--- src/rtl/cpm_pkg.sv ---
// shared types and constants for the capped polynomial multiplier
package cpm_pkg;

    localparam int MAX_OPERAND_DEGREE = 15;
    localparam int COEFF_WIDTH        = 32;
    localparam int STORE_DEPTH        = MAX_OPERAND_DEGREE + 1;
    localparam int ACC_DEPTH          = 2 * MAX_OPERAND_DEGREE + 1;
    localparam int IDX_W              = $clog2(STORE_DEPTH);
    localparam int OUT_IDX_W          = $clog2(ACC_DEPTH);
    localparam int OP_W               = 2;
    localparam int CAP_W              = 5;
    localparam logic [CAP_W-1:0] CAP_RESET = CAP_W'(20);

    typedef enum logic [OP_W-1:0] {
        OP_LOAD_A   = 2'd0,
        OP_LOAD_B   = 2'd1,
        OP_MULTIPLY = 2'd2,
        OP_UNUSED   = 2'd3
    } cpm_op_t;

    typedef enum logic {
        ST_IDLE = 1'b0,
        ST_RUN  = 1'b1
    } cpm_state_t;

    typedef struct packed {
        logic [OP_W-1:0]               operation;
        logic [IDX_W-1:0]              coeff_index;
        logic signed [COEFF_WIDTH-1:0] coeff_value;
        logic [IDX_W-1:0]              degree_a;
        logic [IDX_W-1:0]              degree_b;
    } cpm_in_t;

    typedef struct packed {
        logic [OUT_IDX_W-1:0]          out_index;
        logic signed [COEFF_WIDTH-1:0] out_value;
        logic                          last;
    } cpm_out_t;

    typedef struct packed {
        logic                   clear;
        logic                   advance;
        logic                   load_a;
        logic [IDX_W-1:0]       load_index;
        logic [IDX_W-1:0]       degree_a;
        logic                   cap_mode;
        logic [COEFF_WIDTH-1:0] x;
    } cpm_chain_t;

    typedef struct packed {
        logic load;
        logic clear;
        logic advance;
        logic active;
    } cpm_cell_ctrl_t;

endpackage

--- src/rtl/cpm_cell.sv ---
// one tap of the transposed convolution chain: operand a coefficient and partial sum
module cpm_cell
    import cpm_pkg::*;
(
    input  logic                   clk,
    input  cpm_cell_ctrl_t         ctrl,
    input  logic [COEFF_WIDTH-1:0] coeff,
    input  logic [COEFF_WIDTH-1:0] x,
    input  logic [COEFF_WIDTH-1:0] acc_in,
    output logic [COEFF_WIDTH-1:0] acc_out
);

    logic [COEFF_WIDTH-1:0] a_reg;
    logic [COEFF_WIDTH-1:0] acc_reg;
    logic [COEFF_WIDTH-1:0] prod;
    logic [COEFF_WIDTH-1:0] acc_next;

    always_comb
    begin
        prod = ctrl.active ? a_reg * x : '0;
        acc_next = acc_in + prod;
    end

    always_ff @(posedge clk)
    begin
        if (ctrl.load)
        begin
            a_reg <= coeff;
        end
        if (ctrl.clear)
        begin
            acc_reg <= '0;
        end
        else if (ctrl.advance)
        begin
            acc_reg <= acc_next;
        end
    end

    assign acc_out = acc_reg;

endmodule

--- config.mk ---
export PLATFORM = sky130hd
export DESIGN_NAME = cpm_cell
export DESIGN_NICKNAME = d
export VERILOG_FILES = /design/src/rtl/cpm_pkg.sv /design/src/rtl/cpm_cell.sv
export SDC_FILE = /design/constraint.sdc
export NUM_CORES = 1
export LEC_CHECK = 0
export CAP_MARGIN = 0
export CORE_MARGIN = 5
export CORE_UTILIZATION = 30
export CTS_CLUSTER_SIZE = 28
export DETAILED_ROUTE_END_ITERATION = 12
export DONT_BUFFER_PORTS = 1
export GPL_TIMING_DRIVEN = 0
export PLACE_DENSITY_LB_ADDON = 0.08
export SLEW_MARGIN = 15
export SYNTH_ARGS = -nofsm -noshare
export SYNTH_HDL_FRONTEND = slang
export SYNTH_SLANG_ARGS = --single-unit
--- constraint.sdc ---
create_clock -name clk -period 8.7 [get_ports clk]
set_input_delay 1.305 -clock clk [delete_from_list [all_inputs] [get_ports clk]]
set_output_delay 1.305 -clock clk [all_outputs]
set_load 0.1 [all_outputs]
# Word level (Yosys, flattened, before mapping)
# Cells that the tools add are included.
dict set report word_totals {
  elab_cells 5
  in_bits 101
  reg_bits 64
  out_inout_bits 32
}
dict set report op_classes {
  addsub 1
  mul 1
  mux 1
}
# operator count
set ops {}
lappend ops {{32-bit adder} 1}
lappend ops {{32-bit by 32-bit multiplier with 32-bit output} 1}
lappend ops {{32-bit 2-to-1 mux} 1}

# Logic depth before layout (Yosys ltp)
# Gate-level depths: netlist of the first run.
dict set report depth {
  depth_word 3
  depth_mapped 37
  depth_no_buf 35
}

# Least setup slack after synthesis of the first run
# Ideal clock, no wire load.
dict set report synth_path {
  path_kind {input-to-reg}
  startpoint {input port x[3]}
  endpoint {register acc_reg[31], in the netlist acc_out[31]}
  t_arrival_ns 8.991
  setup_ns 0.088
  cell_stages 35
  setup_slack_ns -0.379
  path_cell_list {clkbuf_1 clkbuf_1 and2_1 fa_1 inv_1 fa_1 fa_1 fa_1 inv_1 fa_1 inv_1 fa_1 inv_1 fa_1 fa_1 ha_1 o21ai_0 a21oi_1 o41a_1 a21oi_1 a21oi_1 o21ai_0 nand2b_1 a21oi_1 xor2_1 nor2_1 ha_1 nand2_1 nor2_1 nor2_1 o31ai_1 o41ai_1 o21ai_0 a21o_1 a311oi_2}
}
dict set report synth_via {
  elab_chain_len 3
}
# element line
set synth_lines {}
lappend synth_lines {{start: declaration} cpm_cell.sv:8} ;# input logic [COEFF_WIDTH-1:0] x,
lappend synth_lines {{32-bit by 32-bit multiplier with 32-bit output} cpm_cell.sv:20} ;# prod = ctrl.active ? a_reg * x : '0;
lappend synth_lines {{32-bit 2-to-1 mux} cpm_cell.sv:20}
lappend synth_lines {{32-bit adder} cpm_cell.sv:21} ;# acc_next = acc_in + prod;
lappend synth_lines {{end signal: assignment} cpm_cell.sv:36} ;# acc_reg <= acc_next;
lappend synth_lines {{end: declaration} cpm_cell.sv:14} ;# logic [COEFF_WIDTH-1:0] acc_reg;
# No other way between the ends.
# A chain may end at the register's enable or synchronous reset.

# Worst setup path in the final report of the first run
dict set report layout_path {
  startpoint {input port x[2]}
  endpoint {register acc_reg[31], in the netlist acc_out[31]}
}
# The elaborated chain is that of the path after synthesis.

==> impl_metrics.toml, run 1 <==
[yosys]
synth-edff-count = 32
synth_area_um2 = 19270
synth_seq_cells = 64
synth_ff_type = "edfxtp_1"
syn_avg_cell_area_um2 = 9.024
syn_nets = 2800
synth-warning-count = 0
async_flop_share = 0
ys_seq_area_frac = 0.08309
yosysUniqueCellTypes = 56
syn_inst = 2136

[hold_path]
min_to = "acc_out[0]"
hold_start = "a_reg[0]"
hold_path_depth = 4
hold_class = "flop to flop"

[critical_path]
rr_worst_depth = 30
crit_family = "adder cells"
crit_path_end_kind = "flop"
worstPathArrival_ns = 9.30
rrSetupSlack_ns = -0.25
critPathKind = "primary input to flop"
crit_path_start_kind = "primary input"
cpMostUsedCell = "fa_1"
slowest_delay_ns = 0.63
cp_max_fo = 10
crit_required_ns = 9.01
r2r-end = "acc_out[31]"
cpMaxStageDelayCell = "fa_1"
critPathBufInv = 4
r2r-start = "a_reg[12]"

[timing]
setup_viol = 10
max_slew_margin = 0.2296
drv_slew = 0
finalCritPeriodShare = 1.033
setup_slack_ns = -0.2855
tightestPinTransition_ns = 1.156
fmax_mhz = 111.3
rsz0062_at_grt = "yes"
hold_ws_ns = 0.9546
hold_viol_final = 0
period_minus_slack_ns = 8.986
worst_clock_skew_ns = 0.03966

[floorplanning]
coreArea_um2 = 64000
initial_core_util = 0.3012
io_pins = 133
die-area_um2 = 69420
die_h_um = 263.5
dieWidth_um = 263.5
num_rows = 93

[placed_design]
hpwl_um = 58250
portBuffers = 0
gp_congestion = 0.8755

[detailed_routing]
ant_nets = 0
wl_per_cell_um = 23.11
drt_iter0_markers = 795
viasPerCell = 4.686
route.detailed.drc = 0
routed_wl_um = 70890
dr.pass1.iters = 5
vias = 14373

[cts]
cts_tree = "yes"
clock_sinks = 64
cts_buffers = 9
cts.clk_slew.worst_paths_ns = 0.10
cts_root_buf = "clkbuf_16"
ctsLongestPathBuffers = 2
ctsHtreeMaxLevel = 3
cts_hold_buf = 0
insertion_delay_ns = 0.41

[global_route]
grt_pass1_wl_um = 106100
antenna_found_initial = 9
grt_pass1_vias = 15676
grt_overflow = 0
grt_usage = 0.2062
grt_max_degree = 33

[run]
drv_cap = 0

[final_layout]
final_common_cell = "inv_1"
area_growth_syn_to_layout_pct = 14.57
final_layout_size_suffix_gt1_frac = 0.1186
nFillCells = 6782
finalNetCount = 2868
final_cell_mix = "inv_1 (408), fa_1 (393), nand2_1 (294), and2_1 (246), ha_1 (132)"

[run_status]
violations = "negative setup slack"
status = "finished, violations left"
[what timing repair did]
item	CTS	global route
setup endpoints to repair	17	15
setup buffers	55	8
endpoints found under the hold margin	0	0
gates cloned	0	0
resized for setup	157	68
pin swaps	96	64
[metrics by stage]
stage / utilization / TNS [ns] / worst slack (ns) / cell area (um^2) / std cells
global route: 0.3449 / -4.263 / -0.5675 / 22080 / 3064
floorplan: - / -0.1185 / -0.1185 / 19380 / 2136
detailed placement: 0.3195 / -21.49 / -1.881 / 20450 / 2991
global placement: 0.3195 / -21.82 / -1.865 / 20450 / 2991
CTS: 0.3408 / -1.149 / -0.3075 / 21810 / 3060
finish: 0.3451 / -1.346 / -0.2855 / 22080 / 3067
[synth_stat cells (4+ instances only)]
cell type | number | area (um^2)
nor2b_1 | 7 | 43.79
nor3_1 | 15 | 75.07
mux2i_1 | 21 | 210.2
nor2_1 | 84 | 315.3
o21ai_0 | 36 | 180.2
a31oi_1 | 4 | 25.02
xnor2_1 | 71 | 621.9
buf_2 | 5 | 25.02
and3_1 | 4 | 25.02
nand2b_1 | 7 | 43.79
o21a_1 | 10 | 75.07
dfxtp_1 | 32 | 640.6
ha_1 | 154 | 1927
inv_1 | 422 | 1584
xor2_1 | 30 | 262.8
fa_1 | 409 | 8188
o211ai_1 | 5 | 37.54
a21o_1 | 21 | 157.7
a211oi_1 | 9 | 67.56
nand2_1 | 298 | 1119
nand4_1 | 4 | 25.02
nand3_1 | 10 | 50.05
a21oi_1 | 51 | 255.2
edfxtp_1 | 32 | 960.9
clkbuf_1 | 91 | 341.6
and2_1 | 258 | 1614
o21bai_1 | 5 | 37.54
[final cells by class]
type | count | area (um^2) | area share
sequential | 64 | 1602 | 0.07252
multi-input combinational | 1551 | 16400 | 0.7428
inverter | 423 | 1588 | 0.07190
antenna | 3 | 7.507 | 0.0003399
tap | 855 | 1070 | 0.04844
clock inverter | 5 | 37.54 | 0.001700
buffer | 96 | 583.1 | 0.02640
timing repair buffer | 59 | 539.3 | 0.02442
clock buffer | 11 | 252.7 | 0.01144
[tightest hold or removal path: stages, from the launching register on]
cell,delay [ns]
edfxtp_1,0.48
and3_1,0.20
ha_1,0.12
mux2i_1,0.06
nor2_1,0.08
[cell families (layout without fill, tap and decap cells)]
logic type / count (synthesis) / count (layout) / share of synthesized area
AO/OA/AOI/OAI: 166 / 166 / 0.05518
XOR/XNOR: 103 / 103 / 0.04791
adder cells (fa/ha/maj): 563 / 563 / 0.5248
buffers and inverters: 521 / 594 / 0.1022
flip-flops: 64 / 64 / 0.08309
multiplexers: 21 / 21 / 0.01091
other: 0 / 3 / 0
AND/OR/NAND/NOR: 698 / 698 / 0.1760
[worst max path at each step]
stage                    from          end  slack [ns]  depth (start not counted)
global placement        x[13]  acc_out[31]       -1.87                         33
global route        a_reg[12]  acc_out[31]       -0.57                         30
CTS                      x[4]  acc_out[31]       -0.31                         35
floorplan                x[2]  acc_out[31]       -0.12                         33
detailed placement      x[13]  acc_out[31]       -1.88                         35
finish                   x[2]  acc_out[31]       -0.29                         28
[routing by layer]
metal | wire, um | track usage | part of all wire | vias to the layer above
met4 | 814 | 0.02390 | 0.011 | 2
met2 | 32830 | 0.3328 | 0.46 | 324
met3 | 4146 | 0.04121 | 0.058 | 41
met1 | 33090 | 0.2976 | 0.47 | 7470
met5 | 11 | 0 | 0.00016 | -
li1 | - | - | - | 6536
Power of run 1 is not shown: default switching activity piles up to over one toggle a cycle in this logic, so the estimate is an artifact.
==> run 2, diff against run 1 <==
REMOVE_ABC_BUFFERS = 1   (was not set)
SLEW_MARGIN = 40   (was 15)
==> run 2 against run 1 <==
The run still ends with negative setup slack left; wire length shrank 16%; worst setup slack improved by 0.27 ns; critical path depth increased by 4; sequential share of layout area grew 0.39 points; fmax grew 3.1%; clock-buffer cell count is 2 lower; critical path type unchanged.
==> impl_metrics.toml, run 2 (synthesis results as in run 1) <==
[placed_design]
portBuffers = 0
hpwl_um = 49560
gp_congestion = 0.7785
place_area_um2 = 20380

[final_layout]
final_common_cell = "inv_1"
finalNetCount = 2774
area_growth_syn_to_layout_pct = 11.39
final_cell_mix = "inv_1 (414), fa_1 (401), nand2_1 (297), and2_1 (251), ha_1 (131)"
final_layout_size_suffix_gt1_frac = 0.1031
design_area_um2 = 21470

[critical_path]
critPathLaunch = "x[2]"
crit_path_end_kind = "flop"
crit_required_ns = 8.96
cpMostUsedCell = "fa_1"
slowest_delay_ns = 0.54
rr_worst_depth = 31
r2r-start = "a_reg[11]"
r2r-end = "acc_out[31]"
cp_max_fo = 30
cpMaxStageDelayCell = "fa_1"
critPathKind = "primary input to flop"
crit_path_start_kind = "primary input"
worstPathArrival_ns = 8.97
rrSetupSlack_ns = 0.27

[floorplanning]
coreArea_um2 = 64000
die-area_um2 = 69420
num_rows = 93
io_pins = 133
dieWidth_um = 263.5
initial_core_util = 0.3012
die_h_um = 263.5

[cts]
cts_hold_buf = 0
cts.clk_slew.worst_paths_ns = 0.07
clock_sinks = 64
cts_tree = "yes"
ctsLongestPathBuffers = 2
cts_buffers = 9
insertion_delay_ns = 0.34
ctsHtreeMaxLevel = 3
cts_root_buf = "clkbuf_16"

[hold_path]
hold_path_depth = 2
hold_start = "acc_out[1]"
hold_class = "flop to flop"
min_to = "acc_out[1]"

[global_route]
grt_pass1_vias = 15286
grt_usage = 0.1736
antenna_found_initial = 8
grt_max_degree = 37
grt_pass1_wl_um = 93690
grt_overflow = 0

[timing]
fmax_mhz = 114.8
max_slew_margin = 0.5212
rsz0062_at_grt = "yes"
finalCritPeriodShare = 1.002
tightestPinTransition_ns = 0.7182
drv_slew = 0
worst_clock_skew_ns = 0.01185
setup_slack_ns = -0.01307
setup_tns_ns = -0.01307
hold_viol_final = 0
period_minus_slack_ns = 8.713
setup_viol = 1

[run_status]
violations = "negative setup slack"
status = "finished, violations left"

[detailed_routing]
route.detailed.drc = 0
drt_iter0_markers = 522
dr.pass1.iters = 5
vias = 13681
routed_wl_um = 59700
ant_nets = 0
viasPerCell = 4.605
wl_per_cell_um = 20.10

[run]
drv_cap = 0
==> run 2: cell count changes in the layout (fill, tap and decap cells not counted), sizes merged <==
cell,before,now
buf,67,61
diode,3,1
clkinvlp,0,2
inv,425,424
clkbuf,99,9
clkinv,3,4
==> run 2: worst max-delay path: cells and delay by family <==
| kind | cells | cell delay (ns) |
|---|---|---|
| fa+ha+maj | 10 | 4.02 |
| xor+xnor | 1 | 0.22 |
| compound gates | 12 | 2.24 |
| buf+inv | 4 | 0.18 |
| simple gates | 5 | 0.97 |
==> run 2: what timing repair did <==
item / CTS / global route
resized for setup: 40 / 86
endpoints found under the setup margin: 16 / 14
pin swaps: 36 / 88
buffers inserted: 9 / 18
==> run 2: area by class of cell <==
type / instances / area (um^2)
multi-input combinational: 1551 / 16300
tap: 855 / 1070
inverter: 423 / 1588
sequential: 64 / 1642
timing repair buffer: 61 / 593.1
clock inverter: 7 / 47.55
clock buffer: 9 / 225.2
antenna: 1 / 2.502
fill: 6751 / 42530
==> run 2: routing by layer <==
metal	global-route usage	share of wire
met1	0.2462	0.46
met2	0.2937	0.49
met3	0.02364	0.041
met4	0.01954	0.0088
met5	0	0.00090
==> run 2: through the flow <==
step / hold slack, ns / cells / setup slack [ns] / utilization
6_report: 0.7261 / 2971 / -0.01307 / 0.3355
5_1_grt: 0.7829 / 2971 / -0.2187 / 0.3355
4_1_cts: 0.7280 / 2951 / -0.2148 / 0.3262
3_5_place_dp: 0.7261 / 2926 / -1.252 / 0.3184
3_3_place_gp: 0.9420 / 2893 / -1.311 / 0.3119
2_1_floorplan: 0.9054 / 2038 / -0.09063 / -
==> run 2: how the worst max path moves through the flow <==
stage,to,cells past startpoint,slack (ns)
2_1_floorplan,acc_out[31],33,-0.09
3_3_place_gp,acc_out[30],31,-1.31
3_5_place_dp,acc_out[31],33,-1.25
4_1_cts,acc_out[29],34,-0.21
5_1_grt,acc_out[31],33,-0.22
6_report,acc_out[31],32,-0.01
Power of run 2 is left out for the same reason.
==> run 3, diff against run 2 <==
clock period = 10.75 ns   (was 8.7 ns; I/O delays follow)
==> run 3 against run 2 <==
The run now ends clean; wire length shrank 1.2%; utilization shrank 1.2 points; register-to-register slack gained 0.99 ns; cell count shrank 0.84%; die area is the same.
==> impl_metrics.toml, run 3 (synthesis results as in run 1) <==
[run_status]
status = "complete, no violations"

[final_layout]
multi_input_area_um2 = 15700
seq_area_um2 = 1642
final_cell_mix = "inv_1 (422), fa_1 (409), nand2_1 (298), and2_1 (258), ha_1 (154)"
final_core_util = 0.3230
final_common_cell = "inv_1"
nFillCells = 6824
stdcell_count = 2946
finalNetCount = 2747
design_area_um2 = 20670
final_layout_size_suffix_gt1_frac = 0.04502
area_growth_syn_to_layout_pct = 7.258

[global_route]
grt_max_degree = 37
grt_pass1_wl_um = 93340
grt_overflow = 0
antenna_found_initial = 9
grt_pass1_vias = 15199
grt_usage = 0.1730

[critical_path]
crit_path_end_kind = "flop"
worstPathArrival_ns = 10.24
cp_max_fo = 30
cpMaxStageDelayCell = "fa_1"
crit_family = "adder cells"
crit_required_ns = 11.01
slowest_delay_ns = 0.54
cp.depth = 33
cpMostUsedCell = "fa_1"
critPathKind = "primary input to flop"
rr_worst_depth = 31
crit_path_start_kind = "primary input"
critPathBufInv = 4

[timing]
worst_clock_skew_ns = 0.01370
finalCritPeriodShare = 0.9279
hold_viol_final = 0
setup_viol = 0
rsz0062_at_grt = "no"
setup_tns_ns = 0
max_slew_margin = 0.4477
drv_slew = 0
fmax_mhz = 100.2
tightestPinTransition_ns = 0.8284
period_minus_slack_ns = 9.975

[hold_path]
hold_class = "flop to flop"
hold_path_depth = 2

[cts]
insertion_delay_ns = 0.35
ctsLongestPathBuffers = 2
postCtsSetupBuffers = 0
clock_sinks = 64
cts_root_buf = "clkbuf_16"
cts_buffers = 9
cts_resized = 0
cts_tree = "yes"
cts.clk_slew.worst_paths_ns = 0.07
ctsHtreeMaxLevel = 3
cts_hold_buf = 0

[floorplanning]
die-area_um2 = 69420
initial_core_util = 0.3012
die_h_um = 263.5
dieWidth_um = 263.5
coreArea_um2 = 64000
num_rows = 93
io_pins = 133

[detailed_routing]
met1_length_um = 27640
ant_nets = 0
viasPerCell = 4.562
wl_per_cell_um = 20.01
highest_layer = "met5"
drt_iter0_markers = 547
route.detailed.drc = 0
dr.pass1.iters = 5
routed_wl_um = 58960
wl_met2_um = 28550
vias = 13439
wl_met3_um = 2216

[run]
drv_cap = 0

[placed_design]
gp_congestion = 0.7785
portBuffers = 0
placed_cells = 2926
place_area_um2 = 20380
hpwl_um = 49560
## run 3: cell types whose count changed in the layout (fill, tap and decap cells not counted), moves of 7 or more
cell	before	now
a21oi_2	13	0
and2_1	251	258
fa_2	8	0
inv_1	414	422
and2_4	7	0
o21ai_0	27	36
buf_4	27	0
a21oi_1	36	51
ha_1	131	154
ha_4	19	0
inv_2	9	1
fa_1	401	409
## run 3: worst paths after layout
check | slack [ns] | end | startpoint
worst min-delay path | 0.73 | acc_out[1] | acc_out[1]
worst min register to register | 0.73 | acc_out[1] | acc_out[1]
worst max-delay path | 0.77 | acc_out[31] | x[2]
worst max register to register | 1.26 | acc_out[31] | a_reg[16]
## run 3: routing by layer
metal  track usage  vias up
li1              -     6295
met1        0.2456     6933
met2        0.2924      179
met3       0.02364       26
met4       0.01954        6
met5             0        -
## run 3: worst min-delay path: stages (launching register included)
cell	delay (ns)
dfxtp_2	0.49
nor2_1	0.15
a211oi_1	0.05
## run 3: final cells by class
cell class                 count  area share
sequential                    64     0.07940
antenna                        3   0.0003631
timing repair buffer          34     0.01888
clock inverter                 7    0.002300
clock buffer                   9     0.01089
tap                          855     0.05175
inverter                     423     0.07680
multi-input combinational   1551      0.7596
## run 3: through the flow
step / setup slack, ns / hold slack, ns
final: 0.7749 / 0.7262
after global routing: 0.3048 / 0.7829
after CTS: 0.7786 / 0.7280
after detailed placement: 0.4909 / 0.7261
after global placement: 0.4959 / 0.9420
after floorplan: 1.652 / 0.9054
Power of run 3 is left out for the same reason.
