[src/rtl/cpm_pkg.sv]
// shared types and constants for the capped polynomial multiplier
package cpm_pkg;

    localparam int MAX_OPERAND_DEGREE = 15;
    localparam int COEFF_WIDTH        = 32;
    localparam int STORE_DEPTH        = MAX_OPERAND_DEGREE + 1;
    localparam int ACC_DEPTH          = 2 * MAX_OPERAND_DEGREE + 1;
    localparam int IDX_W              = $clog2(STORE_DEPTH);
    localparam int OUT_IDX_W          = $clog2(ACC_DEPTH);
    localparam int OP_W               = 2;
    localparam int CAP_W              = 5;
    localparam logic [CAP_W-1:0] CAP_RESET = CAP_W'(20);

    typedef enum logic [OP_W-1:0] {
        OP_LOAD_A   = 2'd0,
        OP_LOAD_B   = 2'd1,
        OP_MULTIPLY = 2'd2,
        OP_UNUSED   = 2'd3
    } cpm_op_t;

    typedef enum logic {
        ST_IDLE = 1'b0,
        ST_RUN  = 1'b1
    } cpm_state_t;

    typedef struct packed {
        logic [OP_W-1:0]               operation;
        logic [IDX_W-1:0]              coeff_index;
        logic signed [COEFF_WIDTH-1:0] coeff_value;
        logic [IDX_W-1:0]              degree_a;
        logic [IDX_W-1:0]              degree_b;
    } cpm_in_t;

    typedef struct packed {
        logic [OUT_IDX_W-1:0]          out_index;
        logic signed [COEFF_WIDTH-1:0] out_value;
        logic                          last;
    } cpm_out_t;

    typedef struct packed {
        logic                   clear;
        logic                   advance;
        logic                   load_a;
        logic [IDX_W-1:0]       load_index;
        logic [IDX_W-1:0]       degree_a;
        logic                   cap_mode;
        logic [COEFF_WIDTH-1:0] x;
    } cpm_chain_t;

    typedef struct packed {
        logic load;
        logic clear;
        logic advance;
        logic active;
    } cpm_cell_ctrl_t;

endpackage

[src/rtl/cpm_ctrl.sv]
// sequencer: operand b store, cap register, feed counter and output control
module cpm_ctrl
    import cpm_pkg::*;
(
    input  logic                 clk,
    input  logic                 rst_n,
    input  logic                 in_valid,
    output logic                 in_stall,
    input  cpm_in_t              in_data,
    input  logic                 out_stall,
    input  logic                 cfg_write,
    input  logic [CAP_W-1:0]     cfg_data,
    output cpm_chain_t           chain,
    output logic                 out_valid,
    output logic [OUT_IDX_W-1:0] out_index,
    output logic                 out_last,
    output logic                 cap_mode
);

    cpm_state_t             state_reg, state_next;
    logic [OUT_IDX_W-1:0]   t_reg, t_next;
    logic [OUT_IDX_W-1:0]   end_reg, end_next;
    logic [IDX_W-1:0]       da_reg, da_next;
    logic [IDX_W-1:0]       db_reg, db_next;
    logic                   cap_mode_reg, cap_mode_next;
    logic                   out_valid_reg, out_valid_next;
    logic [OUT_IDX_W-1:0]   idx_reg, idx_next;
    logic                   last_reg, last_next;
    logic [CAP_W-1:0]       cap_reg;
    logic [COEFF_WIDTH-1:0] b_store [STORE_DEPTH];

    logic                   accept;
    logic                   mul_accept;
    logic                   advance;
    logic                   feed;
    logic [OUT_IDX_W-1:0]   sum_deg;
    logic                   over_cap;
    logic [COEFF_WIDTH-1:0] x;

    assign accept     = in_valid && !in_stall;
    assign mul_accept = accept && (in_data.operation == OP_MULTIPLY);
    assign advance    = !out_valid_reg || !out_stall;
    assign feed       = (state_reg == ST_RUN) && advance;
    assign sum_deg    = OUT_IDX_W'(in_data.degree_a) + OUT_IDX_W'(in_data.degree_b);
    assign over_cap   = OUT_IDX_W'(sum_deg) > OUT_IDX_W'(cap_reg);

    // next state
    always_comb
    begin
        state_next = state_reg;
        unique case (state_reg)
            ST_IDLE:
            begin
                if (mul_accept)
                begin
                    state_next = ST_RUN;
                end
            end
            ST_RUN:
            begin
                if (feed && (t_reg == end_reg))
                begin
                    state_next = ST_IDLE;
                end
            end
            default:
            begin
                state_next = ST_IDLE;
            end
        endcase
    end

    // outputs
    always_comb
    begin
        in_stall = 1'b1;
        unique case (state_reg)
            ST_IDLE: in_stall = out_valid_reg;
            ST_RUN:  in_stall = 1'b1;
            default: in_stall = 1'b1;
        endcase
    end

    always_comb
    begin
        x = '0;
        if (!cap_mode_reg && (t_reg <= OUT_IDX_W'(db_reg)))
        begin
            x = b_store[t_reg[IDX_W-1:0]];
        end
    end

    always_comb
    begin
        t_next         = t_reg;
        end_next       = end_reg;
        da_next        = da_reg;
        db_next        = db_reg;
        cap_mode_next  = cap_mode_reg;
        idx_next       = idx_reg;
        last_next      = last_reg;
        out_valid_next = out_valid_reg;
        if (advance)
        begin
            out_valid_next = feed;
        end
        if (mul_accept)
        begin
            t_next        = '0;
            da_next       = in_data.degree_a;
            db_next       = in_data.degree_b;
            cap_mode_next = over_cap;
            end_next      = over_cap ? OUT_IDX_W'(cap_reg) : sum_deg;
        end
        if (feed)
        begin
            idx_next  = t_reg;
            last_next = (t_reg == end_reg);
            t_next    = t_reg + OUT_IDX_W'(1);
        end
    end

    always_ff @(posedge clk or negedge rst_n)
    begin
        if (!rst_n)
        begin
            state_reg     <= ST_IDLE;
            t_reg         <= '0;
            end_reg       <= '0;
            da_reg        <= '0;
            db_reg        <= '0;
            cap_mode_reg  <= 1'b0;
            out_valid_reg <= 1'b0;
            idx_reg       <= '0;
            last_reg      <= 1'b0;
            cap_reg       <= CAP_RESET;
        end
        else
        begin
            state_reg     <= state_next;
            t_reg         <= t_next;
            end_reg       <= end_next;
            da_reg        <= da_next;
            db_reg        <= db_next;
            cap_mode_reg  <= cap_mode_next;
            out_valid_reg <= out_valid_next;
            idx_reg       <= idx_next;
            last_reg      <= last_next;
            if (cfg_write)
            begin
                cap_reg <= cfg_data;
            end
        end
    end

    always_ff @(posedge clk)
    begin
        if (accept && (in_data.operation == OP_LOAD_B))
        begin
            b_store[in_data.coeff_index] <= in_data.coeff_value;
        end
    end

    always_comb
    begin
        chain.clear      = mul_accept;
        chain.advance    = feed;
        chain.load_a     = accept && (in_data.operation == OP_LOAD_A);
        chain.load_index = in_data.coeff_index;
        chain.degree_a   = da_reg;
        chain.cap_mode   = cap_mode_reg;
        chain.x          = x;
    end

    assign out_valid = out_valid_reg;
    assign out_index = idx_reg;
    assign out_last  = last_reg;
    assign cap_mode  = cap_mode_reg;

`ifndef SYNTH
    a_last_ends_run: assert property (@(posedge clk) disable iff (!rst_n)
        (out_valid_reg && last_reg) |-> (state_reg == ST_IDLE))
        else $error("last coefficient shown while sequencer still running");

    a_index_in_range: assert property (@(posedge clk) disable iff (!rst_n)
        out_valid_reg |-> (idx_reg <= end_reg))
        else $error("output index beyond product degree");

    a_multiply_starts: assert property (@(posedge clk) disable iff (!rst_n)
        mul_accept |=> ((state_reg == ST_RUN) && (t_reg == '0)))
        else $error("multiply did not start the feed counter");

    a_not_last_continues: assert property (@(posedge clk) disable iff (!rst_n)
        (out_valid_reg && !out_stall && !last_reg) |=> out_valid_reg)
        else $error("sequencer stopped before last coefficient");
`endif

endmodule

[config.mk]
export PLATFORM = sky130hd
export DESIGN_NAME = cpm_ctrl
export DESIGN_NICKNAME = d
export VERILOG_FILES = /design/src/rtl/cpm_pkg.sv /design/src/rtl/cpm_ctrl.sv
export SDC_FILE = /design/constraint.sdc
export NUM_CORES = 1
export LEC_CHECK = 0
export BUFFER_PORTS_ARGS = -buffer_cell sky130_fd_sc_hd__buf_2
export CELL_PAD_IN_SITES_DETAIL_PLACEMENT = 0
export CELL_PAD_IN_SITES_GLOBAL_PLACEMENT = 1
export CORE_ASPECT_RATIO = 1.5
export CORE_MARGIN = 1.5
export CORE_UTILIZATION = 26
export CTS_CLUSTER_DIAMETER = 120
export CTS_CLUSTER_SIZE = 8
export DETAILED_ROUTE_END_ITERATION = 10
export GPL_TIMING_DRIVEN = 0
export PLACE_DENSITY_LB_ADDON = 0.12
export SLEW_MARGIN = 20
export SYNTH_ARGS = -nofsm -noshare
export SYNTH_HDL_FRONTEND = slang
export SYNTH_SLANG_ARGS = --single-unit
[constraint.sdc]
create_clock -name clk -period 3.8 [get_ports clk]
set_input_delay 0.19 -clock clk [delete_from_list [all_inputs] [get_ports clk]]
set_output_delay 0.19 -clock clk [all_outputs]
set_load 0.05 [all_outputs]
Yosys cells after proc, flatten, opt, wreduce, memory -nomap -nowiden
Memory sizes are Yosys's and may differ from the RTL's.
Cells that the tools add are included.
Widths: inputs -> output; s select.
{"block": "word_totals", "reg_bits": 32, "mem_bits_rw": 512, "input_bits": 56, "elab_cells": 43, "memories": 1}
{"name": "b_store", "depth": 16, "word_bits": 32, "rd": 1, "rd_clocked_by_memory_dff": 0, "wr": 1, "line_no": "cpm_ctrl.sv:30", "rtl": "logic [COEFF_WIDTH-1:0] b_store [STORE_DEPTH];"}
{"block": "classes", "addsub": 2, "magnitude_cmp": 2, "n_eq_ne": 3, "n_mux": 10, "n_bitwise": 1, "n_reduce_logical": 14}
{"op": "$mux 32", "count": 1}
{"op": "$mux 5", "count": 3}
{"op": "$logic_and 1x1->1", "count": 7}
{"op": "$add 4x4->5", "count": 1}
{"op": "$add 5x1->5 const B", "count": 1}
{"op": "$eq 5x5->1", "count": 1}
{"op": "$gt 5x5->1", "count": 1}
{"op": "$le 5x4->1", "count": 1}
{"op": "$logic_not 1->1", "count": 4}
{"op": "$mux 1", "count": 4}
{"op": "$pmux 1 s2", "count": 2}
{"op": "$eq 2x1->1 const B", "count": 1}
{"op": "$eq 2x2->1 const B", "count": 1}
{"op": "$logic_not 2->1", "count": 1}
{"op": "$reduce_bool 2->1", "count": 1}
{"op": "$logic_or 1x1->1", "count": 1}
{"op": "$not 1->1", "count": 1}

Longest topological paths before layout
Gate-level depths: netlist of the first run.
{"block": "depth", "depth_word": 7, "depth_mapped": 10, "depth_no_buf": 10}

Worst setup path after synthesis of the first run
OpenSTA, ideal clock, no wires.
{"block": "synth_path", "path_type": "reg2reg", "startpoint": "register out_valid_reg (netlist: out_valid)", "endpoint": "memory b_store[0][0] (enable)", "arrival_ps": 3803, "required_ps": 3339, "slack_ps": -464, "stages_incl_launch_ff": 5, "n_path_buf": 0, "period_less_slack_ps": 4264, "cell_sequence": "dfrtp_1 > nor4b_1 > nand2_1 > or3_1 > nor3_1"}
{"block": "synth_between", "elab_chain_len": 6}
{"item": "start: declaration", "line_no": "cpm_ctrl.sv:26", "rtl": "logic out_valid_reg, out_valid_next;"}
{"item": "start signal: assignment", "line_no": "cpm_ctrl.sv:146", "rtl": "out_valid_reg <= out_valid_next;"}
{"item": "$pmux 1 s2", "line_no": "cpm_ctrl.sv:77", "rtl": "unique case (state_reg)"}
{"item": "$logic_not 1->1", "line_no": "cpm_ctrl.sv:40", "rtl": "assign accept = in_valid && !in_stall;"}
{"item": "$logic_and 1x1->1", "line_no": "cpm_ctrl.sv:40"}
{"item": "$logic_and 1x1->1", "line_no": "cpm_ctrl.sv:158", "rtl": "if (accept && (in_data.operation == OP_LOAD_B))"}
{"item": "$mux 1", "line_no": "cpm_ctrl.sv:158"}
{"item": "$mux 1 (implied by the code)", "line_no": "cpm_ctrl.sv:160", "rtl": "b_store[in_data.coeff_index] <= in_data.coeff_value;"}
{"item": "end: declaration", "line_no": "cpm_ctrl.sv:30"}
Every way passes these cells.

==> impl_results.html, run 1 <==
<table>
<tr><th>Metric</th><th>Value</th></tr>
<tr><th colspan="2">Worst setup path</th></tr>
<tr><td>Worst-path cell chain</td><td>buf_2 &gt; buf_2 &gt; buf_1 &gt; mux4_2 &gt; mux4_2 &gt; nor3b_1 &gt; buf_2</td></tr>
<tr><td>Crit start category</td><td>flip-flop</td></tr>
<tr><td>Arrival @ worst endpoint</td><td>3430 ps</td></tr>
<tr><td>Dominant delay contributor by cell family on the critical path</td><td>buffers and inverters</td></tr>
<tr><td>Buffering stage count on the worst path with inverters included</td><td>4</td></tr>
<tr><td>Top fanout value on the critical path</td><td>10</td></tr>
<tr><td>Crit-path most repeated cell</td><td>sky130_fd_sc_hd__buf_2</td></tr>
<tr><td>Critical path start-end classification</td><td>reg2out</td></tr>
<tr><td>Slowest cell on the critical path</td><td>sky130_fd_sc_hd__buf_1</td></tr>
<tr><td>CP endpoint kind</td><td>primary output</td></tr>
<tr><td>Endpoint required time on the critical path</td><td>3610 ps</td></tr>
<tr><td>Worst stage delay on the critical path</td><td>around 630 ps</td></tr>
<tr><th colspan="2">Pwr</th></tr>
<tr><td>Switching power total</td><td>roughly 0.0063 W</td></tr>
<tr><td>Leak pwr</td><td>8.80 nW</td></tr>
<tr><td>Switching power share of the total</td><td>between 30 and 40%</td></tr>
<tr><td>Comb power frac</td><td>30.9%</td></tr>
<tr><td>PD cells</td><td>702 nW/um^2</td></tr>
<tr><td>Worst-case vdd ir drop</td><td>463 uV</td></tr>
<tr><td>Flop pwr share</td><td>36.0%</td></tr>
<tr><td>Clk network pwr share</td><td>between 30% and 40%</td></tr>
<tr><td>Internal power</td><td>0.0126 W</td></tr>
<tr><th colspan="2">Yosys</th></tr>
<tr><td>Complex-gate fraction of the synthesized area</td><td>0.846%</td></tr>
<tr><td>Portion of synthesized cell area occupied by the leading cell type</td><td>between 70% and 80%</td></tr>
<tr><td>Number of instances in the synthesized netlist</td><td>roughly 960</td></tr>
<tr><td>Main combinational cell family by area after synthesis</td><td>multiplexers</td></tr>
<tr><td>Count of distinct cell types in the synthesized netlist</td><td>37</td></tr>
<tr><td>Area contributors post-synth</td><td>sky130_fd_sc_hd__edfxtp_1 (72%), sky130_fd_sc_hd__mux4_2 (17%), sky130_fd_sc_hd__dfrtp_1 (3.5%), sky130_fd_sc_hd__nor3b_1 (1.1%), sky130_fd_sc_hd__nand2_1 (0.92%)</td></tr>
<tr><td>Proportion of synthesized area in mux cells</td><td>17.1%</td></tr>
<tr><td>Sequential-to-total area share from yosys stat</td><td>75.9%</td></tr>
<tr><td>Area share of and/or/nand/nor cells after synthesis</td><td>under 10%</td></tr>
<tr><td>YS warnings</td><td>0</td></tr>
<tr><td>Xor-xnor portion of the synthesized cell area</td><td>less than 1%</td></tr>
<tr><td>Post-synthesis adder-cell area fraction</td><td>0.916%</td></tr>
<tr><td>Netlist area before placement</td><td>~21,000 um^2</td></tr>
<tr><td>Number of nets produced by synthesis</td><td>1,034</td></tr>
<tr><td>Number of register bits inferred by synthesis</td><td>544</td></tr>
<tr><td>Cell type with the highest aggregate area in the netlist</td><td>sky130_fd_sc_hd__edfxtp_1</td></tr>
<tr><td>Average instance area after synthesis</td><td>22.1 um^2</td></tr>
<tr><th colspan="2">Routing</th></tr>
<tr><td>Number of nets still failing antenna checks after routing</td><td>0</td></tr>
<tr><td>Number of DRC markers in iteration 0</td><td>643</td></tr>
<tr><td>Via density per instance</td><td>4.56</td></tr>
<tr><td>Iteration count of the initial detailed-routing pass</td><td>4</td></tr>
<tr><td>DRC violation count after routing</td><td>0</td></tr>
<tr><td>Total vias in the final route</td><td>10,600</td></tr>
<tr><td>WL per Instance</td><td>25.9 um</td></tr>
<tr><td>Total detailed-routing wirelength</td><td>59,900 um</td></tr>
<tr><th colspan="2">Die</th></tr>
<tr><td>Initial standard-cell utilization of the core</td><td>between 20% and 30%</td></tr>
<tr><td>Placement row count</td><td>128</td></tr>
<tr><td>Die Span Y</td><td>about 350 um</td></tr>
<tr><td>Number of placed I/O pins</td><td>109</td></tr>
<tr><td>Std-Cell Core Area</td><td>81,200 um^2</td></tr>
<tr><td>Die boundary width</td><td>237 um</td></tr>
<tr><td>DIE AREA</td><td>around 84,000 um^2</td></tr>
<tr><th colspan="2">Clocking</th></tr>
<tr><td>Clock tree from TritonCTS</td><td>yes</td></tr>
<tr><td>Clock edge transition at the registers on the reported setup and hold paths</td><td>60 ps</td></tr>
<tr><td>Insertion delay of the later-clocked pin in the worst-skew pair</td><td>610 ps</td></tr>
<tr><td>Post-CTS repair timing setup buffer count</td><td>0</td></tr>
<tr><td>Sinks on Clock Net</td><td>544</td></tr>
<tr><td>Inserted Clock Buffers</td><td>77</td></tr>
<tr><td>Root buf cell</td><td>sky130_fd_sc_hd__clkbuf_16</td></tr>
<tr><td>Maximum level of the CTS H-tree</td><td>3</td></tr>
<tr><td>Largest buffer count on any clock path</td><td>3</td></tr>
<tr><th colspan="2">Run status</th></tr>
<tr><td>Run status</td><td>finished clean</td></tr>
<tr><th colspan="2">Job</th></tr>
<tr><td>Maximum capacitance violations</td><td>0</td></tr>
<tr><th colspan="2">STA</th></tr>
<tr><td>Setup-failing EPs final</td><td>0</td></tr>
<tr><td>Final period util</td><td>between 90 and 100%</td></tr>
<tr><td>Largest clock skew in the final design</td><td>roughly 21 ps</td></tr>
<tr><td>Final critical-path setup slack</td><td>177 ps</td></tr>
<tr><td>Upper clock frequency limit</td><td>0.276 GHz</td></tr>
<tr><td>Final Max Slew Viols</td><td>0</td></tr>
<tr><td>Worst-case headroom to the max-slew limit</td><td>about a quarter</td></tr>
<tr><td>Final critical delay including setup and external delays</td><td>3620 ps</td></tr>
<tr><td>Final sum of negative setup slack</td><td>0 ps</td></tr>
<tr><td>Transition time of the tightest slew-check pin</td><td>~1100 ps</td></tr>
<tr><td>Final Hold Fails</td><td>0</td></tr>
<tr><td>Setup repair after global routing missed its margin</td><td>no</td></tr>
<tr><th colspan="2">GRT</th></tr>
<tr><td>GRT Overall Usage</td><td>roughly 15%</td></tr>
<tr><td>Congestion Overflow GR</td><td>0</td></tr>
<tr><td>Antenna violations before repair</td><td>3</td></tr>
<tr><td>First-pass GRT wire length</td><td>85,900 um</td></tr>
<tr><td>Number of global-route vias before repair</td><td>11,500</td></tr>
<tr><td>Largest net degree at the start of global routing</td><td>33</td></tr>
<tr><th colspan="2">Place</th></tr>
<tr><td>DP Wirelength</td><td>between 30,000 and 40,000 um</td></tr>
<tr><td>Quantity of I/O buffers inserted on ports</td><td>107</td></tr>
<tr><td>Routability congestion estimate from global placement</td><td>0.675</td></tr>
<tr><td>Placement Setup Slack</td><td>approximately 160 ps</td></tr>
<tr><th colspan="2">Cells and area</th></tr>
<tr><td>Area added between synthesis and finish</td><td>26.3%</td></tr>
<tr><td>Fraction of final layout cells with drive strength greater than 1</td><td>36.3%</td></tr>
<tr><td>Utilization after layout</td><td>between 30% and 40%</td></tr>
<tr><td>Register name with the most flops</td><td>b_store</td></tr>
<tr><td>Count of filler cells inserted in the layout</td><td>7,595</td></tr>
<tr><td>Final net count</td><td>1,316</td></tr>
<tr><td>Number of flip-flops in the largest register</td><td>about 510</td></tr>
<tr><th colspan="2">Worst hold path</th></tr>
<tr><td>Worst min-delay path class</td><td>in2reg</td></tr>
</table>
==> cells in the mapped netlist (all sizes together) <==
| cell type | number |
|---|---|
| nand4b | 2 |
| clkinv | 2 |
| o21ai | 13 |
| fa | 1 |
| or2 | 1 |
| mux2 | 2 |
| inv | 11 |
| nor2b | 2 |
| nand2b | 3 |
| o21a | 3 |
| dfrtp | 30 |
| xnor2 | 3 |
| nor3 | 5 |
| o311ai | 3 |
| mux2i | 4 |
| nand2 | 52 |
| nor2 | 18 |
| a21o | 3 |
| nand4 | 3 |
| nor4b | 1 |
| or4 | 1 |
| a21oi | 7 |
| or3 | 1 |
| dfstp | 2 |
| ha | 14 |
| xor2 | 6 |
| mux4 | 159 |
| o221ai | 1 |
| nor3b | 31 |
| nand3 | 10 |
| clkbuf | 29 |
| buf | 28 |
| edfxtp | 512 |
==> per-layer routing <==
| metal | vias up | global-route usage, % | part of all wire (%) | routed length [um] |
|---|---|---|---|---|
| met5 | - | 0 | 0.047 | 28 |
| met4 | 4 | 4.54 | 2.0 | 1220 |
| met3 | 83 | 2.40 | 3.4 | 2060 |
| met2 | 208 | 27.1 | 54 | 32500 |
| met1 | 5705 | 17.1 | 40 | 24100 |
| li1 | 4551 | - | - | - |
==> through the flow <==
stage | instances | total power, W | cell area (um^2) | hold WS, ps
after floorplan | 963 | 0.0110 | 21300 | -106
after global placement | 2110 | 0.0128 | 23200 | 327
after detailed placement | 2151 | 0.0128 | 24100 | 352
after CTS | 2311 | 0.0193 | 26900 | 2.20
after global routing | 2312 | 0.0197 | 26900 | 59.5
final | 2312 | 0.0189 | 26900 | 51.9
==> final timing paths <==
kind	from	to	slack [ps]	depth (start not counted)
min in group asynchronous	rst_n	cap_reg[0]$_DFFE_PN0P_	210	2
worst max register to register	state_reg$_DFF_PN0_	b_store[0][25]$_DFFE_PP_	830	7
worst min-delay path	cfg_write	cap_reg[0]$_DFFE_PN0P_	50	2
max in group asynchronous	rst_n	out_index[3]$_DFFE_PN0P_	3060	2
worst min register to register	da_reg[0]$_DFFE_PN0P_	da_reg[0]$_DFFE_PN0P_	470	2
worst max-delay path	t_reg[2]$_DFFE_PN0P_	chain[29]	180	7
==> layout by cell type, fill, tap and decap left out, types with 11 or more instances in the layout <==
master	count
sky130_fd_sc_hd__buf_16	16
sky130_fd_sc_hd__buf_2	118
sky130_fd_sc_hd__buf_8	14
sky130_fd_sc_hd__clkbuf_1	37
sky130_fd_sc_hd__clkbuf_16	80
sky130_fd_sc_hd__dfrtp_1	30
sky130_fd_sc_hd__dlygate4sd3_1	55
sky130_fd_sc_hd__edfxtp_1	512
sky130_fd_sc_hd__ha_1	14
sky130_fd_sc_hd__inv_1	11
sky130_fd_sc_hd__mux4_2	159
sky130_fd_sc_hd__nand2_1	52
sky130_fd_sc_hd__nor2_4	12
sky130_fd_sc_hd__nor3b_1	21
sky130_fd_sc_hd__o21ai_0	12
==> logic make-up after synthesis <==
kind of cell | after synthesis
mux | 165
simple gates | 130
fa+ha+maj | 15
xor+xnor | 9
compound gates | 30
flops | 544
buf+inv | 70
==> cell type report <==
cell class	instances	area, um^2	area share, %
flip-flops and latches	544	16200	60.1
multi-input cells	349	4960	18.4
clock buffers	101	2080	7.73
repair buffers	203	1950	7.24
well taps	1040	1300	4.84
plain buffers	57	348	1.29
inverters	13	48.8	0.181
clock inverters	4	42.5	0.158
diodes	1	2.50	0.00930
==> power groups by stage <==
stage,sequential [W],clock [W],combinational [W]
global route,0.00682,0.00665,0.00625
finish,0.00681,0.00625,0.00584
global placement,0.00692,0,0.00584
detailed placement,0.00692,0,0.00589
CTS,0.00681,0.00645,0.00602
floorplan,0.00707,0,0.00389
==> repair_timing <==
action / CTS / global route
endpoints found under the hold margin: 556 / 0
setup endpoints to repair: 30 / 22
hold buffers: 55 / 0
resized for setup: 23 / 7
No activity file was read; power rests on OpenSTA's default activity.
==> inputs of run 2 (changes only) <==
Clock period 3.8 ns to 4.1 ns, I/O delays scaled along.
==> run 2 against run 1 <==
  * Sequential share of layout area grew 0.56 points
  * Clock power fell by 9.8%
  * Sequential cell count did not move
==> impl_results.html, run 2 (same netlist as run 1, synthesis figures left out) <==
<table>
<tr><th>Metric</th><th>Value</th></tr>
<tr><th colspan="2">Pwr</th></tr>
<tr><td>Leak pwr</td><td>8.70 nW</td></tr>
<tr><td>Worst-case vdd ir drop</td><td>roughly 380 uV</td></tr>
<tr><td>PD cells</td><td>roughly 650 nW/um^2</td></tr>
<tr><th colspan="2">Die</th></tr>
<tr><td>Die Span Y</td><td>roughly 350 um</td></tr>
<tr><td>Number of placed I/O pins</td><td>around 110</td></tr>
<tr><td>Initial standard-cell utilization of the core</td><td>26.2%</td></tr>
<tr><td>Die boundary width</td><td>237 um</td></tr>
<tr><td>Std-Cell Core Area</td><td>81,200 um^2</td></tr>
<tr><td>DIE AREA</td><td>83,700 um^2</td></tr>
<tr><td>Placement row count</td><td>128</td></tr>
<tr><th colspan="2">Cells and area</th></tr>
<tr><td>Area of the multi-input gates</td><td>slightly below 5000 um^2</td></tr>
<tr><td>Leading cell type in the layout, fill and taps excluded</td><td>sky130_fd_sc_hd__edfxtp_1</td></tr>
<tr><td>Area added between synthesis and finish</td><td>25.1%</td></tr>
<tr><td>Fraction of final layout cells with drive strength greater than 1</td><td>35.4%</td></tr>
<tr><td>Final net count</td><td>1,318</td></tr>
<tr><td>Number of flip-flops in the largest register</td><td>512</td></tr>
<tr><td>Count of filler cells inserted in the layout</td><td>7,607</td></tr>
<tr><td>Area taken by flip-flops and latches</td><td>approximately 16,000 um^2</td></tr>
<tr><td>Utilization after layout</td><td>between 30% and 40%</td></tr>
<tr><td>Register name with the most flops</td><td>b_store</td></tr>
<tr><td>Most frequent cells in the layout</td><td>sky130_fd_sc_hd__edfxtp_1 (512), sky130_fd_sc_hd__mux4_2 (159), sky130_fd_sc_hd__buf_2 (118)</td></tr>
<tr><th colspan="2">Routing</th></tr>
<tr><td>Number of nets still failing antenna checks after routing</td><td>0</td></tr>
<tr><td>DRC violation count after routing</td><td>0</td></tr>
<tr><td>WL per Instance</td><td>26.1 um</td></tr>
<tr><td>Via density per instance</td><td>~4.6</td></tr>
<tr><td>Total vias in the final route</td><td>10,600</td></tr>
<tr><td>Number of DRC markers in iteration 0</td><td>between 500 and 600</td></tr>
<tr><td>Total detailed-routing wirelength</td><td>60,200 um</td></tr>
<tr><td>Iteration count of the initial detailed-routing pass</td><td>5</td></tr>
<tr><th colspan="2">Clocking</th></tr>
<tr><td>Clock tree from TritonCTS</td><td>yes</td></tr>
<tr><td>Largest buffer count on any clock path</td><td>3</td></tr>
<tr><td>Sinks on Clock Net</td><td>544</td></tr>
<tr><td>Maximum level of the CTS H-tree</td><td>3</td></tr>
<tr><td>Root buf cell</td><td>sky130_fd_sc_hd__clkbuf_16</td></tr>
<tr><td>Insertion delay of the later-clocked pin in the worst-skew pair</td><td>around 600 ps</td></tr>
<tr><td>Clock edge transition at the registers on the reported setup and hold paths</td><td>approximately 50 ps</td></tr>
<tr><td>Post-CTS repair timing setup buffer count</td><td>0</td></tr>
<tr><td>Inserted Clock Buffers</td><td>slightly below 80</td></tr>
<tr><th colspan="2">GRT</th></tr>
<tr><td>GRT Overall Usage</td><td>around 15%</td></tr>
<tr><td>Number of global-route vias before repair</td><td>11,800</td></tr>
<tr><td>Antenna violations before repair</td><td>2</td></tr>
<tr><td>Largest net degree at the start of global routing</td><td>33</td></tr>
<tr><td>Congestion Overflow GR</td><td>0</td></tr>
<tr><td>First-pass GRT wire length</td><td>just under 90,000 um</td></tr>
<tr><th colspan="2">Worst setup path</th></tr>
<tr><td>Critical path start-end classification</td><td>reg2out</td></tr>
<tr><td>CP endpoint kind</td><td>primary output</td></tr>
<tr><td>Arrival @ worst endpoint</td><td>3710 ps</td></tr>
<tr><td>Top fanout value on the critical path</td><td>10</td></tr>
<tr><td>Endpoint required time on the critical path</td><td>3890 ps</td></tr>
<tr><td>Crit start category</td><td>flip-flop</td></tr>
<tr><th colspan="2">STA</th></tr>
<tr><td>Final Hold Fails</td><td>0</td></tr>
<tr><td>Transition time of the tightest slew-check pin</td><td>1070 ps</td></tr>
<tr><td>Largest clock skew in the final design</td><td>around 13 ps</td></tr>
<tr><td>Upper clock frequency limit</td><td>0.255 GHz</td></tr>
<tr><td>Setup-failing EPs final</td><td>0</td></tr>
<tr><td>Final period util</td><td>a little over nine tenths</td></tr>
<tr><td>Final critical delay including setup and external delays</td><td>3920 ps</td></tr>
<tr><td>Worst-case headroom to the max-slew limit</td><td>between 20% and 30%</td></tr>
<tr><td>Final critical-path setup slack</td><td>183 ps</td></tr>
<tr><td>Final Max Slew Viols</td><td>0</td></tr>
<tr><td>Hold WS</td><td>38.2 ps</td></tr>
<tr><td>Setup repair after global routing missed its margin</td><td>yes</td></tr>
<tr><th colspan="2">Place</th></tr>
<tr><td>Placement Setup Slack</td><td>563 ps</td></tr>
<tr><td>Routability congestion estimate from global placement</td><td>0.692</td></tr>
<tr><td>Quantity of I/O buffers inserted on ports</td><td>107</td></tr>
<tr><td>DP Wirelength</td><td>39,800 um</td></tr>
<tr><th colspan="2">Job</th></tr>
<tr><td>Maximum capacitance violations</td><td>0</td></tr>
<tr><th colspan="2">Run status</th></tr>
<tr><td>Run status</td><td>finished clean</td></tr>
<tr><th colspan="2">Worst hold path</th></tr>
<tr><td>Worst min-delay path class</td><td>in2reg</td></tr>
</table>
[run 2: cell count changes in the layout (fill, tap and decap cells not counted), sizes merged]
cell           change
buf                +5
dlygate4sd3        -2
clkinv             -1
clkbuf             -2
inv                -2
clkdlybuf4s15      -1
[run 2: metal layers]
| layer | track usage, % | wire (um) |
|---|---|---|
| met3 | 2.28 | 2100 |
| met4 | 4.72 | 1060 |
| met2 | 27.0 | 32700 |
| met5 | 0 | 10 |
| met1 | 17.6 | 24300 |
[run 2: through the flow]
stage | cells | total power [W] | setup TNS (ps) | cell area [um^2]
final | 2309 | 0.0173 | 0 | 26700
after global routing | 2309 | 0.0181 | -54.5 | 26700
after CTS | 2308 | 0.0177 | -12.5 | 26700
after detailed placement | 2155 | 0.0119 | 0 | 24000
after global placement | 2110 | 0.0119 | -966790 | 23100
after floorplan | 963 | 0.0102 | 0 | 21300
[run 2: power breakdown]
group / switching [W] / internal [W]
clock network: 0.00221 / 0.00343
registers: 0.0000865 / 0.00622
logic: 0.00343 / 0.00193
total: 0.00573 / 0.0116
[run 2: area by class of cell]
| type | instances | area share (%) |
|---|---|---|
| Sequential cell | 544 | 60.7 |
| Multi-Input combinational cell | 349 | 18.4 |
| Clock buffer | 99 | 7.70 |
| Timing Repair Buffer | 205 | 6.90 |
| Tap cell | 1040 | 4.88 |
| Buffer | 57 | 1.24 |
| Inverter | 13 | 0.183 |
| Clock inverter | 1 | 0.0329 |
| Antenna cell | 1 | 0.00939 |
[run 2: critical path, cell delays in order, from the launching register on]
cell and delay [ps]:
sky130_fd_sc_hd__dfrtp_1 370, sky130_fd_sc_hd__buf_2 170, sky130_fd_sc_hd__buf_2 240, sky130_fd_sc_hd__inv_1 110
sky130_fd_sc_hd__ha_1 150, sky130_fd_sc_hd__nor2b_1 50, sky130_fd_sc_hd__o21a_1 160, sky130_fd_sc_hd__o21a_1 160
sky130_fd_sc_hd__o21a_1 290, sky130_fd_sc_hd__clkbuf_2 370, sky130_fd_sc_hd__nor3b_1 640, sky130_fd_sc_hd__buf_2 380
[run 2: what timing repair did]
| action | in CTS | in global routing |
|---|---|---|
| hold buffers | 53 | 0 |
| setup endpoints to repair | 4 | 3 |
| hold endpoints to repair | 556 | 0 |
| gates resized for setup | 8 | 2 |
[run 2: worst paths after layout]
| check | startpoint | end | slack [ps] | cells past startpoint |
|---|---|---|---|---|
| min in group asynchronous | rst_n | cap_reg[0]$_DFFE_PN0P_ | 230 | 2 |
| max in group asynchronous | rst_n | db_reg[0]$_DFFE_PN0P_ | 3360 | 2 |
| worst max register to register | state_reg$_DFF_PN0_ | b_store[1][18]$_DFFE_PP_ | 1050 | 8 |
| worst max-delay path | t_reg[0]$_DFFE_PN0P_ | chain[13] | 180 | 11 |
| worst min-delay path | cfg_write | cap_reg[2]$_DFFE_PN1P_ | 40 | 2 |
| worst min register to register | da_reg[0]$_DFFE_PN0P_ | da_reg[0]$_DFFE_PN0P_ | 460 | 2 |
